===== src/sv/bpc_pkg.sv =====
`timescale 1ns / 1ps
// Types, constants and small helpers for the barometric compensation block.
// No dependencies; every other file imports this package.
package bpc_pkg;

    localparam int RAW_W   = 19;
    localparam int CFG_IDX_W = 3;

    // configuration register indexes
    localparam logic [CFG_IDX_W-1:0] REG_AC1_AC2 = 3'd0;
    localparam logic [CFG_IDX_W-1:0] REG_AC3_AC4 = 3'd1;
    localparam logic [CFG_IDX_W-1:0] REG_AC5_AC6 = 3'd2;
    localparam logic [CFG_IDX_W-1:0] REG_B1_B2   = 3'd3;
    localparam logic [CFG_IDX_W-1:0] REG_MC_MD   = 3'd4;
    localparam logic [CFG_IDX_W-1:0] REG_OSS     = 3'd5;

    // item kinds
    localparam logic OP_TEMP  = 1'b0;
    localparam logic OP_PRESS = 1'b1;

    // compensation constants
    localparam logic [31:0] C_B6_BIAS  = 32'd4000;
    localparam logic [31:0] C_B4_BIAS  = 32'd32768;
    localparam logic [31:0] C_T_ROUND  = 32'd8;
    localparam logic [31:0] C_B_ROUND  = 32'd2;
    localparam logic [31:0] C_P_K1     = 32'd3038;
    localparam logic [31:0] C_P_K2     = 32'hFFFF_E343;   // -7357
    localparam logic [31:0] C_P_K3     = 32'd3791;

    typedef enum logic {
        ALU_ADD,
        ALU_MUL
    } alu_op_t;

    // shared unit control: y = shr(op == MUL ? a*b : (a << lsh) +/- b, rsh)
    typedef struct packed {
        alu_op_t    op;
        logic       sub;
        logic [1:0] lsh;
        logic [4:0] rsh;
        logic       arith;
    } alu_ctl_t;

    typedef enum logic [5:0] {
        S_IDLE,
        T_DIFF, T_X1, T_DEN, T_ABSDEN, T_ABSNUM, T_DIVGO, T_DIVWAIT, T_B5, T_OUT,
        P_B6, P_SQ, P_X1A, P_X2A, P_X3A, P_AC1, P_B3,
        P_X1B, P_X2B, P_SUMB, P_X3B, P_OFF, P_B4,
        P_DIFF, P_B7, P_DIVGO, P_DIVWAIT,
        P_PSH, P_SQP, P_X1C, P_X2C, P_SUMC, P_RND, P_OUT,
        S_FAIL
    } state_t;

    function automatic logic [31:0] sx16(input logic [15:0] v);
        return {{16{v[15]}}, v};
    endfunction

    function automatic logic [31:0] zx16(input logic [15:0] v);
        return {16'd0, v};
    endfunction

    // 50000 >> oss
    function automatic logic [31:0] b7_scale(input logic [1:0] oss);
        logic [31:0] s;
        unique case (oss)
            2'd0: s = 32'd50000;
            2'd1: s = 32'd25000;
            2'd2: s = 32'd12500;
            2'd3: s = 32'd6250;
        endcase
        return s;
    endfunction

endpackage


===== src/sv/bpc_if.sv =====
`timescale 1ns / 1ps
// Valid/ready channel interfaces: raw samples in, compensated results out,
// and the configuration write channel. Depends on bpc_pkg.
interface bpc_in_if;
    import bpc_pkg::*;
    logic             valid;
    logic             ready;
    logic             op;
    logic [RAW_W-1:0] raw_value;

    modport source (output valid, output op, output raw_value, input ready);
    modport sink   (input valid, input op, input raw_value, output ready);
endinterface

interface bpc_out_if;
    logic               valid;
    logic               ready;
    logic signed [31:0] value;
    logic               kind;
    logic               status;

    modport source (output valid, output value, output kind, output status, input ready);
    modport sink   (input valid, input value, input kind, input status, output ready);
endinterface

interface bpc_cfg_if;
    import bpc_pkg::*;
    logic                 valid;
    logic                 ready;
    logic [CFG_IDX_W-1:0] index;
    logic [31:0]          data;

    modport source (output valid, output index, output data, input ready);
    modport sink   (input valid, input index, input data, output ready);
endinterface


===== src/sv/bpc_alu.sv =====
`timescale 1ns / 1ps
// Shared arithmetic unit: 32x32 low-half multiply or shifted add/subtract,
// followed by a right shift. Depends on bpc_pkg.
module bpc_alu
    import bpc_pkg::*;
(
    input  alu_ctl_t    ctl,
    input  logic [31:0] a,
    input  logic [31:0] b,
    output logic [31:0] y
);

    logic [31:0] prod;
    logic [31:0] shl_a;
    logic [31:0] addend;
    logic [31:0] sum;
    logic [31:0] pre;

    assign prod   = a * b;
    assign shl_a  = a << ctl.lsh;
    assign addend = ctl.sub ? ~b : b;
    assign sum    = shl_a + addend + {31'd0, ctl.sub};

    always_comb
    begin
        unique case (ctl.op)
            ALU_MUL: pre = prod;
            ALU_ADD: pre = sum;
        endcase
        if (ctl.arith)
            y = 32'($signed(pre) >>> ctl.rsh);
        else
            y = pre >> ctl.rsh;
    end

endmodule


===== src/sv/bpc_div.sv =====
`timescale 1ns / 1ps
// Unsigned 32/32 restoring divider, one quotient bit per cycle.
// Depends on bpc_pkg only for the common import style.
module bpc_div
    import bpc_pkg::*;
(
    input  logic        clk,
    input  logic        rst_n,
    input  logic        start,
    input  logic [31:0] dividend,
    input  logic [31:0] divisor,
    output logic        done,
    output logic [31:0] quotient
);

    logic        busy_reg, busy_next;
    logic        done_reg, done_next;
    logic [4:0]  cnt_reg, cnt_next;
    logic [31:0] quo_reg, quo_next;
    logic [31:0] rem_reg, rem_next;
    logic [31:0] dvs_reg, dvs_next;
    logic [32:0] rem_shift;
    logic [32:0] trial;

    assign rem_shift = {rem_reg, quo_reg[31]};
    assign trial     = rem_shift - {1'b0, dvs_reg};

    always_comb
    begin
        busy_next = busy_reg;
        done_next = 1'b0;
        cnt_next  = cnt_reg;
        quo_next  = quo_reg;
        rem_next  = rem_reg;
        dvs_next  = dvs_reg;
        if (start)
        begin
            busy_next = 1'b1;
            cnt_next  = 5'd0;
            quo_next  = dividend;
            rem_next  = 32'd0;
            dvs_next  = divisor;
        end
        else if (busy_reg)
        begin
            if (trial[32])
            begin
                rem_next = rem_shift[31:0];
                quo_next = {quo_reg[30:0], 1'b0};
            end
            else
            begin
                rem_next = trial[31:0];
                quo_next = {quo_reg[30:0], 1'b1};
            end
            cnt_next = cnt_reg + 5'd1;
            if (cnt_reg == 5'd31)
            begin
                busy_next = 1'b0;
                done_next = 1'b1;
            end
        end
    end

    always_ff @(posedge clk or negedge rst_n)
    begin
        if (!rst_n)
        begin
            busy_reg <= 1'b0;
            done_reg <= 1'b0;
            cnt_reg  <= 5'd0;
        end
        else
        begin
            busy_reg <= busy_next;
            done_reg <= done_next;
            cnt_reg  <= cnt_next;
        end
    end

    always_ff @(posedge clk)
    begin
        quo_reg <= quo_next;
        rem_reg <= rem_next;
        dvs_reg <= dvs_next;
    end

    assign done     = done_reg;
    assign quotient = quo_reg;

endmodule


===== src/sv/barometric_pressure_compensation_top.sv =====
`timescale 1ns / 1ps
// Top level: configuration registers, step sequencer and result register.
// Depends on bpc_pkg, bpc_if, bpc_alu and bpc_div.

// Integer barometer compensation. One sample beat at a time: the block drops
// sample.ready from acceptance until the result has been placed in the output
// register, which may still be waiting for result.ready while the next sample
// is taken. Each beat runs through the divider, which yields one quotient bit
// per cycle, and through a chain of steps on the shared multiply/add unit.
// A zero divisor ends the item early with status 1 and value 0. The
// temperature term is kept between items and reads 0 after reset.
// Configuration writes are always accepted and belong in idle periods.
module barometric_pressure_compensation_top
    import bpc_pkg::*;
(
    input  logic      clk,
    input  logic      rst_n,
    bpc_in_if.sink    sample,
    bpc_out_if.source result,
    bpc_cfg_if.sink   cfg
);

    // configuration
    logic [31:0] ac12_reg, ac34_reg, ac56_reg, b12_reg, mcmd_reg;
    logic [1:0]  oss_reg;

    // sequencer and working registers
    state_t      state_reg, state_next;
    logic        op_reg, op_next;
    logic [RAW_W-1:0] raw_reg, raw_next;
    logic        neg_reg, neg_next;
    logic [31:0] b5_reg, b5_next;
    logic [31:0] x1_reg, x1_next;
    logic [31:0] t1_reg, t1_next;
    logic [31:0] t2_reg, t2_next;
    logic [31:0] b6_reg, b6_next;
    logic [31:0] sq_reg, sq_next;
    logic [31:0] b3_reg, b3_next;
    logic [31:0] b4_reg, b4_next;
    logic [31:0] b7_reg, b7_next;
    logic [31:0] p_reg, p_next;

    // output register
    logic        out_valid_reg, out_valid_next;
    logic [31:0] out_value_reg, out_value_next;
    logic        out_kind_reg, out_kind_next;
    logic        out_status_reg, out_status_next;

    alu_ctl_t    ctl;
    logic [31:0] alu_a, alu_b, alu_y;
    logic        div_start, div_done;
    logic [31:0] div_dividend, div_divisor, div_q;
    logic        emit_req, emit_status, can_emit;
    logic [31:0] emit_value;

    bpc_alu u_alu (
        .ctl (ctl),
        .a   (alu_a),
        .b   (alu_b),
        .y   (alu_y)
    );

    bpc_div u_div (
        .clk      (clk),
        .rst_n    (rst_n),
        .start    (div_start),
        .dividend (div_dividend),
        .divisor  (div_divisor),
        .done     (div_done),
        .quotient (div_q)
    );

    assign sample.ready = (state_reg == S_IDLE);
    assign cfg.ready    = 1'b1;
    assign can_emit     = !out_valid_reg || result.ready;

    always_comb
    begin
        state_next   = state_reg;
        op_next      = op_reg;
        raw_next     = raw_reg;
        neg_next     = neg_reg;
        b5_next      = b5_reg;
        x1_next      = x1_reg;
        t1_next      = t1_reg;
        t2_next      = t2_reg;
        b6_next      = b6_reg;
        sq_next      = sq_reg;
        b3_next      = b3_reg;
        b4_next      = b4_reg;
        b7_next      = b7_reg;
        p_next       = p_reg;
        ctl          = '{op: ALU_ADD, sub: 1'b0, lsh: 2'd0, rsh: 5'd0, arith: 1'b1};
        alu_a        = 32'd0;
        alu_b        = 32'd0;
        div_start    = 1'b0;
        div_dividend = t2_reg;
        div_divisor  = t1_reg;
        emit_req     = 1'b0;
        emit_status  = 1'b0;
        emit_value   = alu_y;

        unique case (state_reg)
            S_IDLE:
            begin
                if (sample.valid)
                begin
                    op_next    = sample.op;
                    raw_next   = sample.raw_value;
                    state_next = (sample.op == OP_PRESS) ? P_B6 : T_DIFF;
                end
            end
            // ---- temperature ----
            T_DIFF:
            begin
                alu_a = zx16(raw_reg[15:0]);
                alu_b = zx16(ac56_reg[15:0]);
                ctl.sub = 1'b1;
                t1_next = alu_y;
                state_next = T_X1;
            end
            T_X1:
            begin
                alu_a = t1_reg;
                alu_b = zx16(ac56_reg[31:16]);
                ctl.op = ALU_MUL;
                ctl.rsh = 5'd15;
                x1_next = alu_y;
                state_next = T_DEN;
            end
            T_DEN:
            begin
                alu_a = x1_reg;
                alu_b = sx16(mcmd_reg[15:0]);
                t2_next = alu_y;
                state_next = T_ABSDEN;
            end
            T_ABSDEN:
            begin
                alu_b = t2_reg;
                ctl.sub = t2_reg[31];
                t1_next = alu_y;
                neg_next = t2_reg[31] ^ mcmd_reg[31];
                state_next = (t2_reg == 32'd0) ? S_FAIL : T_ABSNUM;
            end
            T_ABSNUM:
            begin
                // MC * 2048, then its magnitude
                alu_b = {{5{mcmd_reg[31]}}, mcmd_reg[31:16], 11'd0};
                ctl.sub = mcmd_reg[31];
                t2_next = alu_y;
                state_next = T_DIVGO;
            end
            T_DIVGO:
            begin
                div_start = 1'b1;
                state_next = T_DIVWAIT;
            end
            T_DIVWAIT:
            begin
                alu_b = div_q;
                ctl.sub = neg_reg;
                if (div_done)
                begin
                    t1_next = alu_y;
                    state_next = T_B5;
                end
            end
            T_B5:
            begin
                alu_a = x1_reg;
                alu_b = t1_reg;
                b5_next = alu_y;
                state_next = T_OUT;
            end
            T_OUT:
            begin
                alu_a = b5_reg;
                alu_b = C_T_ROUND;
                ctl.rsh = 5'd4;
                emit_req = 1'b1;
                if (can_emit)
                    state_next = S_IDLE;
            end
            // ---- pressure: B3 ----
            P_B6:
            begin
                alu_a = b5_reg;
                alu_b = C_B6_BIAS;
                ctl.sub = 1'b1;
                b6_next = alu_y;
                state_next = P_SQ;
            end
            P_SQ:
            begin
                alu_a = b6_reg;
                alu_b = b6_reg;
                ctl.op = ALU_MUL;
                ctl.rsh = 5'd12;
                sq_next = alu_y;
                state_next = P_X1A;
            end
            P_X1A:
            begin
                alu_a = sx16(b12_reg[15:0]);
                alu_b = sq_reg;
                ctl.op = ALU_MUL;
                ctl.rsh = 5'd11;
                t1_next = alu_y;
                state_next = P_X2A;
            end
            P_X2A:
            begin
                alu_a = sx16(ac12_reg[15:0]);
                alu_b = b6_reg;
                ctl.op = ALU_MUL;
                ctl.rsh = 5'd11;
                t2_next = alu_y;
                state_next = P_X3A;
            end
            P_X3A:
            begin
                alu_a = t1_reg;
                alu_b = t2_reg;
                t1_next = alu_y;
                state_next = P_AC1;
            end
            P_AC1:
            begin
                alu_a = sx16(ac12_reg[31:16]);
                alu_b = t1_reg;
                ctl.lsh = 2'd2;
                t1_next = alu_y;
                state_next = P_B3;
            end
            P_B3:
            begin
                alu_a = t1_reg;
                alu_b = C_B_ROUND;
                ctl.lsh = oss_reg;
                ctl.rsh = 5'd2;
                b3_next = alu_y;
                state_next = P_X1B;
            end
            // ---- pressure: B4 ----
            P_X1B:
            begin
                alu_a = sx16(ac34_reg[31:16]);
                alu_b = b6_reg;
                ctl.op = ALU_MUL;
                ctl.rsh = 5'd13;
                t1_next = alu_y;
                state_next = P_X2B;
            end
            P_X2B:
            begin
                alu_a = sx16(b12_reg[31:16]);
                alu_b = sq_reg;
                ctl.op = ALU_MUL;
                ctl.rsh = 5'd16;
                t2_next = alu_y;
                state_next = P_SUMB;
            end
            P_SUMB:
            begin
                alu_a = t1_reg;
                alu_b = t2_reg;
                t1_next = alu_y;
                state_next = P_X3B;
            end
            P_X3B:
            begin
                alu_a = t1_reg;
                alu_b = C_B_ROUND;
                ctl.rsh = 5'd2;
                t1_next = alu_y;
                state_next = P_OFF;
            end
            P_OFF:
            begin
                alu_a = t1_reg;
                alu_b = C_B4_BIAS;
                t1_next = alu_y;
                state_next = P_B4;
            end
            P_B4:
            begin
                alu_a = zx16(ac34_reg[15:0]);
                alu_b = t1_reg;
                ctl.op = ALU_MUL;
                ctl.rsh = 5'd15;
                ctl.arith = 1'b0;
                b4_next = alu_y;
                state_next = P_DIFF;
            end
            // ---- pressure: B7 and division ----
            P_DIFF:
            begin
                alu_a = {{(32-RAW_W){1'b0}}, raw_reg};
                alu_b = b3_reg;
                ctl.sub = 1'b1;
                t1_next = alu_y;
                state_next = P_B7;
            end
            P_B7:
            begin
                alu_a = t1_reg;
                alu_b = b7_scale(oss_reg);
                ctl.op = ALU_MUL;
                b7_next = alu_y;
                state_next = P_DIVGO;
            end
            P_DIVGO:
            begin
                div_dividend = b7_reg[31] ? b7_reg : {b7_reg[30:0], 1'b0};
                div_divisor  = b4_reg;
                if (b4_reg == 32'd0)
                    state_next = S_FAIL;
                else
                begin
                    div_start = 1'b1;
                    state_next = P_DIVWAIT;
                end
            end
            P_DIVWAIT:
            begin
                if (div_done)
                begin
                    p_next = b7_reg[31] ? {div_q[30:0], 1'b0} : div_q;
                    state_next = P_PSH;
                end
            end
            // ---- pressure: final correction ----
            P_PSH:
            begin
                alu_a = p_reg;
                ctl.rsh = 5'd8;
                t1_next = alu_y;
                state_next = P_SQP;
            end
            P_SQP:
            begin
                alu_a = t1_reg;
                alu_b = t1_reg;
                ctl.op = ALU_MUL;
                t1_next = alu_y;
                state_next = P_X1C;
            end
            P_X1C:
            begin
                alu_a = t1_reg;
                alu_b = C_P_K1;
                ctl.op = ALU_MUL;
                ctl.rsh = 5'd16;
                t1_next = alu_y;
                state_next = P_X2C;
            end
            P_X2C:
            begin
                alu_a = C_P_K2;
                alu_b = p_reg;
                ctl.op = ALU_MUL;
                ctl.rsh = 5'd16;
                t2_next = alu_y;
                state_next = P_SUMC;
            end
            P_SUMC:
            begin
                alu_a = t1_reg;
                alu_b = t2_reg;
                t1_next = alu_y;
                state_next = P_RND;
            end
            P_RND:
            begin
                alu_a = t1_reg;
                alu_b = C_P_K3;
                ctl.rsh = 5'd4;
                t1_next = alu_y;
                state_next = P_OUT;
            end
            P_OUT:
            begin
                alu_a = p_reg;
                alu_b = t1_reg;
                emit_req = 1'b1;
                if (can_emit)
                    state_next = S_IDLE;
            end
            S_FAIL:
            begin
                emit_req = 1'b1;
                emit_status = 1'b1;
                emit_value = 32'd0;
                if (can_emit)
                    state_next = S_IDLE;
            end
            default:
            begin
                state_next = S_IDLE;
            end
        endcase

        out_valid_next  = out_valid_reg && !result.ready;
        out_value_next  = out_value_reg;
        out_kind_next   = out_kind_reg;
        out_status_next = out_status_reg;
        if (emit_req && can_emit)
        begin
            out_valid_next  = 1'b1;
            out_value_next  = emit_value;
            out_kind_next   = op_reg;
            out_status_next = emit_status;
        end
    end

    always_ff @(posedge clk or negedge rst_n)
    begin
        if (!rst_n)
        begin
            state_reg     <= S_IDLE;
            out_valid_reg <= 1'b0;
            b5_reg        <= 32'd0;
            ac12_reg      <= 32'd0;
            ac34_reg      <= 32'd0;
            ac56_reg      <= 32'd0;
            b12_reg       <= 32'd0;
            mcmd_reg      <= 32'd0;
            oss_reg       <= 2'd0;
        end
        else
        begin
            state_reg     <= state_next;
            out_valid_reg <= out_valid_next;
            b5_reg        <= b5_next;
            if (cfg.valid)
            begin
                unique case (cfg.index)
                    REG_AC1_AC2: ac12_reg <= cfg.data;
                    REG_AC3_AC4: ac34_reg <= cfg.data;
                    REG_AC5_AC6: ac56_reg <= cfg.data;
                    REG_B1_B2:   b12_reg  <= cfg.data;
                    REG_MC_MD:   mcmd_reg <= cfg.data;
                    REG_OSS:     oss_reg  <= cfg.data[1:0];
                    default:     ;
                endcase
            end
        end
    end

    always_ff @(posedge clk)
    begin
        op_reg         <= op_next;
        raw_reg        <= raw_next;
        neg_reg        <= neg_next;
        x1_reg         <= x1_next;
        t1_reg         <= t1_next;
        t2_reg         <= t2_next;
        b6_reg         <= b6_next;
        sq_reg         <= sq_next;
        b3_reg         <= b3_next;
        b4_reg         <= b4_next;
        b7_reg         <= b7_next;
        p_reg          <= p_next;
        out_value_reg  <= out_value_next;
        out_kind_reg   <= out_kind_next;
        out_status_reg <= out_status_next;
    end

    assign result.valid  = out_valid_reg;
    assign result.value  = out_value_reg;
    assign result.kind   = out_kind_reg;
    assign result.status = out_status_reg;

endmodule


===== src/flat_wrapper.sv =====
// flat-port wrapper written by rule: the top's interface ports become plain ports
module barometric_pressure_compensation_top_flat import bpc_pkg::*;
  (clk, rst_n, sample_valid, sample_op, sample_raw_value, sample_ready, result_valid, result_value, result_kind, result_status, result_ready, cfg_valid, cfg_index, cfg_data, cfg_ready);
  bpc_in_if sample_i ();
  bpc_out_if result_i ();
  bpc_cfg_if cfg_i ();
  input  logic clk;
  input  logic rst_n;
  input wire logic [$bits(sample_i.valid)-1:0] sample_valid;
  input wire logic [$bits(sample_i.op)-1:0] sample_op;
  input wire logic [$bits(sample_i.raw_value)-1:0] sample_raw_value;
  output wire logic [$bits(sample_i.ready)-1:0] sample_ready;
  output wire logic [$bits(result_i.valid)-1:0] result_valid;
  output wire logic [$bits(result_i.value)-1:0] result_value;
  output wire logic [$bits(result_i.kind)-1:0] result_kind;
  output wire logic [$bits(result_i.status)-1:0] result_status;
  input wire logic [$bits(result_i.ready)-1:0] result_ready;
  input wire logic [$bits(cfg_i.valid)-1:0] cfg_valid;
  input wire logic [$bits(cfg_i.index)-1:0] cfg_index;
  input wire logic [$bits(cfg_i.data)-1:0] cfg_data;
  output wire logic [$bits(cfg_i.ready)-1:0] cfg_ready;
  assign sample_i.valid = sample_valid;
  assign sample_i.op = sample_op;
  assign sample_i.raw_value = sample_raw_value;
  assign sample_ready = sample_i.ready;
  assign result_valid = result_i.valid;
  assign result_value = result_i.value;
  assign result_kind = result_i.kind;
  assign result_status = result_i.status;
  assign result_i.ready = result_ready;
  assign cfg_i.valid = cfg_valid;
  assign cfg_i.index = cfg_index;
  assign cfg_i.data = cfg_data;
  assign cfg_ready = cfg_i.ready;
  barometric_pressure_compensation_top u_core (.clk(clk), .rst_n(rst_n), .sample(sample_i), .result(result_i), .cfg(cfg_i));
endmodule

===== config.mk =====
export PLATFORM = sky130hd
export DESIGN_NAME = barometric_pressure_compensation_top_flat
export DESIGN_NICKNAME = d
export VERILOG_FILES = /design/src/sv/bpc_pkg.sv /design/src/sv/bpc_if.sv /design/src/sv/bpc_alu.sv /design/src/sv/bpc_div.sv /design/src/sv/barometric_pressure_compensation_top.sv /design/src/flat_wrapper.sv
export SDC_FILE = /design/constraint.sdc
export NUM_CORES = 2
export LEC_CHECK = 0
export ABC_CLOCK_PERIOD_IN_PS = 13450
export BUFFER_PORTS_ARGS = -buffer_cell sky130_fd_sc_hd__buf_2
export CORE_ASPECT_RATIO = 2
export CORE_MARGIN = 1
export CORE_UTILIZATION = 50
export CTS_CLUSTER_DIAMETER = 200
export DETAILED_ROUTE_END_ITERATION = 8
export PLACE_DENSITY = 0.65
export SETUP_SLACK_MARGIN = 0.02
export SYNTH_ARGS = -nofsm -noshare
export SYNTH_HDL_FRONTEND = slang
export SYNTH_SLANG_ARGS = --single-unit
export TNS_END_PERCENT = 50

===== constraint.sdc =====
create_clock -name clk -period 13.45 [get_ports clk]
set_clock_uncertainty 0.15 [all_clocks]
set_input_delay 1.345 -clock clk [delete_from_list [all_inputs] [get_ports clk]]
set_output_delay 1.345 -clock clk [all_outputs]
set_load 0.01 [all_outputs]

==> results.cfg <==
[route]
route.vias.total = 43800
ant_nets = 0
drt-initial-drc-count = 5039
viasPerCell = 6.639
drt_wl_total_um = 229900
drc = 0
firstDrtPassIters = 9
wl_per_cell_um = 34.85

[global_route]
grt_antenna_before_repair = 27
busiest_layer = met2
use_met3_pct = 14.24
grt_max_degree = 109
use_met2_pct = 72.87
overflow = 0
grt_pass1_wl_um = 325100
track_usage_pct = 44.81
grt_pass1_vias = 44480
grt_util_met1_pct = 41.26

[timing]
rsz0062_at_grt = no
min_period_over_period_pct = 97.37
hold_viol_final = 0
tns_ns = 0
setup_violations = 0
tightest_slew_ns = 1.454
fmax_mhz = 76.36
period_needed_ns = 13.10
slew_viol_final = 0
layout_setup_ws_ns = 0.3540
relSlewSlack_pct = 3.076

[placed_design]
portBuffers = 95
hpwlAfterDp_um = 174600
post-place-ws_ns = 0.4851
gp_congestion = 1.106

[cts]
root_buffer = clkbuf_16
cts_tree = done
htree_levels = 2
clock_path_buffers = 3
postCtsSetupBuffers = 0
clkTransAtPathRegs_ns = 0.08
numCtsBuffers = 52
cts_sinks = 647
clock_latency_ns = 0.70

[worst_setup_path]
cp-start-kind = register
cp.buffers_inverters = 10
cpMaxStageDelayCell = nor4b_1
crit_type = reg2reg
cp.arrival_ns = 13.36
endpoint_kind = register
critPathMostFrequentCell = fa_1
critPathMaxStageDelay_ns = 0.66
critical_path_peak_fanout = 20
path_delay_family = adder cells
required_ns = 13.72

[yosys]
syn_avg_cell_area_um2 = 10.02
syn_area_mm2 = 0.05130
synth-edff-count = 407
ys_ff_latch = 647
async_reset_ff_share_pct = 32.15
syn-num-nets = 5783
synth_seq_area_share_pct = 35.22
ys.flop_type = edfxtp_1
yosysUniqueCellTypes = 126
synthCells = 5121
yosysWarnings = 0

[floorplanning]
initial_utilization_pct = 50.61
row_count = 165
ioPinCount = 97
coreArea_mm2 = 0.1014
dieArea_mm2 = 0.1040
die_height_um = 455.0
die_x_um = 228.5

[layout]
final_cell_mix = nand2_1, inv_1, nor2_1
final_nets = 5859
n_fill_cell = 9140
layout-drive-gt1-share_pct = 15.27
mostFrequentLayoutCell = nand2_1
area_growth_pct = 9.158

[outcome]
status = finished clean

[min_path]
hold_path_class = reg2reg

[job]
drv_cap = 0
-- cells in the mapped netlist (17+ instances only) --
library cell    n  area share [%]
a21o_1         45            0.66
or2_2          54            0.66
edfxtp_1      407              24
dfrtp_1       208              10
a31oi_1        24            0.29
a221o_1        17            0.33
a222oi_1       31            0.60
xor2_1         40            0.68
ha_1          192             4.7
o211ai_1       45            0.66
nor2_1        478             3.5
nor3_1         61            0.60
and2_1         45            0.55
fa_1          410              16
xnor2_1        87             1.5
a2111oi_0      20            0.34
buf_1          31            0.23
a211oi_1       60            0.88
nand2_1       541             4.0
mux2_2        210             4.6
nor4_1         26            0.32
nand4_1        46            0.56
a22oi_1        89             1.3
nand3_1        98            0.96
o21a_1         34            0.50
dfxtp_1        32             1.2
nor2b_1        25            0.30
a21oi_1       183             1.8
buf_2          38            0.37
a22o_1         25            0.43
inv_1         534             3.9
clkbuf_1      215             1.6
nand2b_1       65            0.79
and3_1         63            0.77
mux2i_1       106             2.1
o21ai_0       191             1.9
or3_1          18            0.22
-- repair_timing --
| item | 4_1_cts | 5_1_grt |
|---|---|---|
| endpoints found under the hold margin | 0 | 0 |
| hold buffers | 0 | 0 |
| gates resized for setup | 0 | 9 |
| setup endpoints to repair | 0 | 116 |
-- kinds of logic (layout without fill, tap and decap cells) --
| kind of cell | after synthesis | count (layout) | synth area share [%] |
|---|---|---|---|
| DFF | 647 | 647 | 35.22 |
| other | 1 | 22 | 0.007309 |
| AOI/OAI and AO/OA | 959 | 959 | 13.26 |
| and+or+nand+nor | 1604 | 1604 | 14.77 |
| adders and majority gates | 602 | 602 | 20.68 |
| muxes | 319 | 319 | 6.794 |
| buffers and inverters | 852 | 971 | 6.655 |
| xor gates and xnor gates | 137 | 137 | 2.609 |
-- metrics by stage --
stage | area [um2] | util, % | std cells | hold WS (ns)
4_1_cts | 55920 | 55.17 | 6576 | 0.2777
3_3_place_gp | 54210 | 53.48 | 6479 | 0.2660
3_5_place_dp | 54210 | 53.48 | 6479 | 0.2551
2_1_floorplan | 51300 | - | 5121 | 0.2503
6_report | 56000 | 55.25 | 6597 | 0.2730
5_1_grt | 55960 | 55.20 | 6579 | 0.2870
-- routing by layer --
layer,vias up,routed length (um)
met2,2998,107700
met4,10,34490
met5,-,60
met3,1394,21500
met1,21500,66160
li1,17890,-
-- layout make-up --
cell class / instances / area, um2 / area share, %
well taps: 1336 / 1672 / 2.985
multi-input cells: 3622 / 30170 / 53.87
diodes: 21 / 52.55 / 0.09384
clock inverters: 21 / 168.9 / 0.3016
repair buffers: 336 / 2307 / 4.120
flip-flops and latches: 647 / 18070 / 32.27
inverters: 538 / 2019 / 3.606
clock buffers: 76 / 1545 / 2.759
-- worst paths after layout --
path                                     start                     to  slack [ns]  cells past startpoint
setup reg to reg           u_core.state_reg[1]      u_core.sq_reg[27]        0.35                     35
hold / removal                   u_core.op_reg     u_core.result.kind        0.27                      0
max in group asynchronous                rst_n  u_core.u_div.busy_reg       10.49                      3
min in group asynchronous                rst_n    u_core.ac12_reg[27]        0.54                      1
setup / recovery           u_core.state_reg[1]      u_core.sq_reg[27]        0.35                     35
hold reg to reg                  u_core.op_reg     u_core.result.kind        0.27                      0
Power is left out: the tool's default activity adds up to more than one toggle a clock period on the data nets, which glitch-free logic cannot reach.
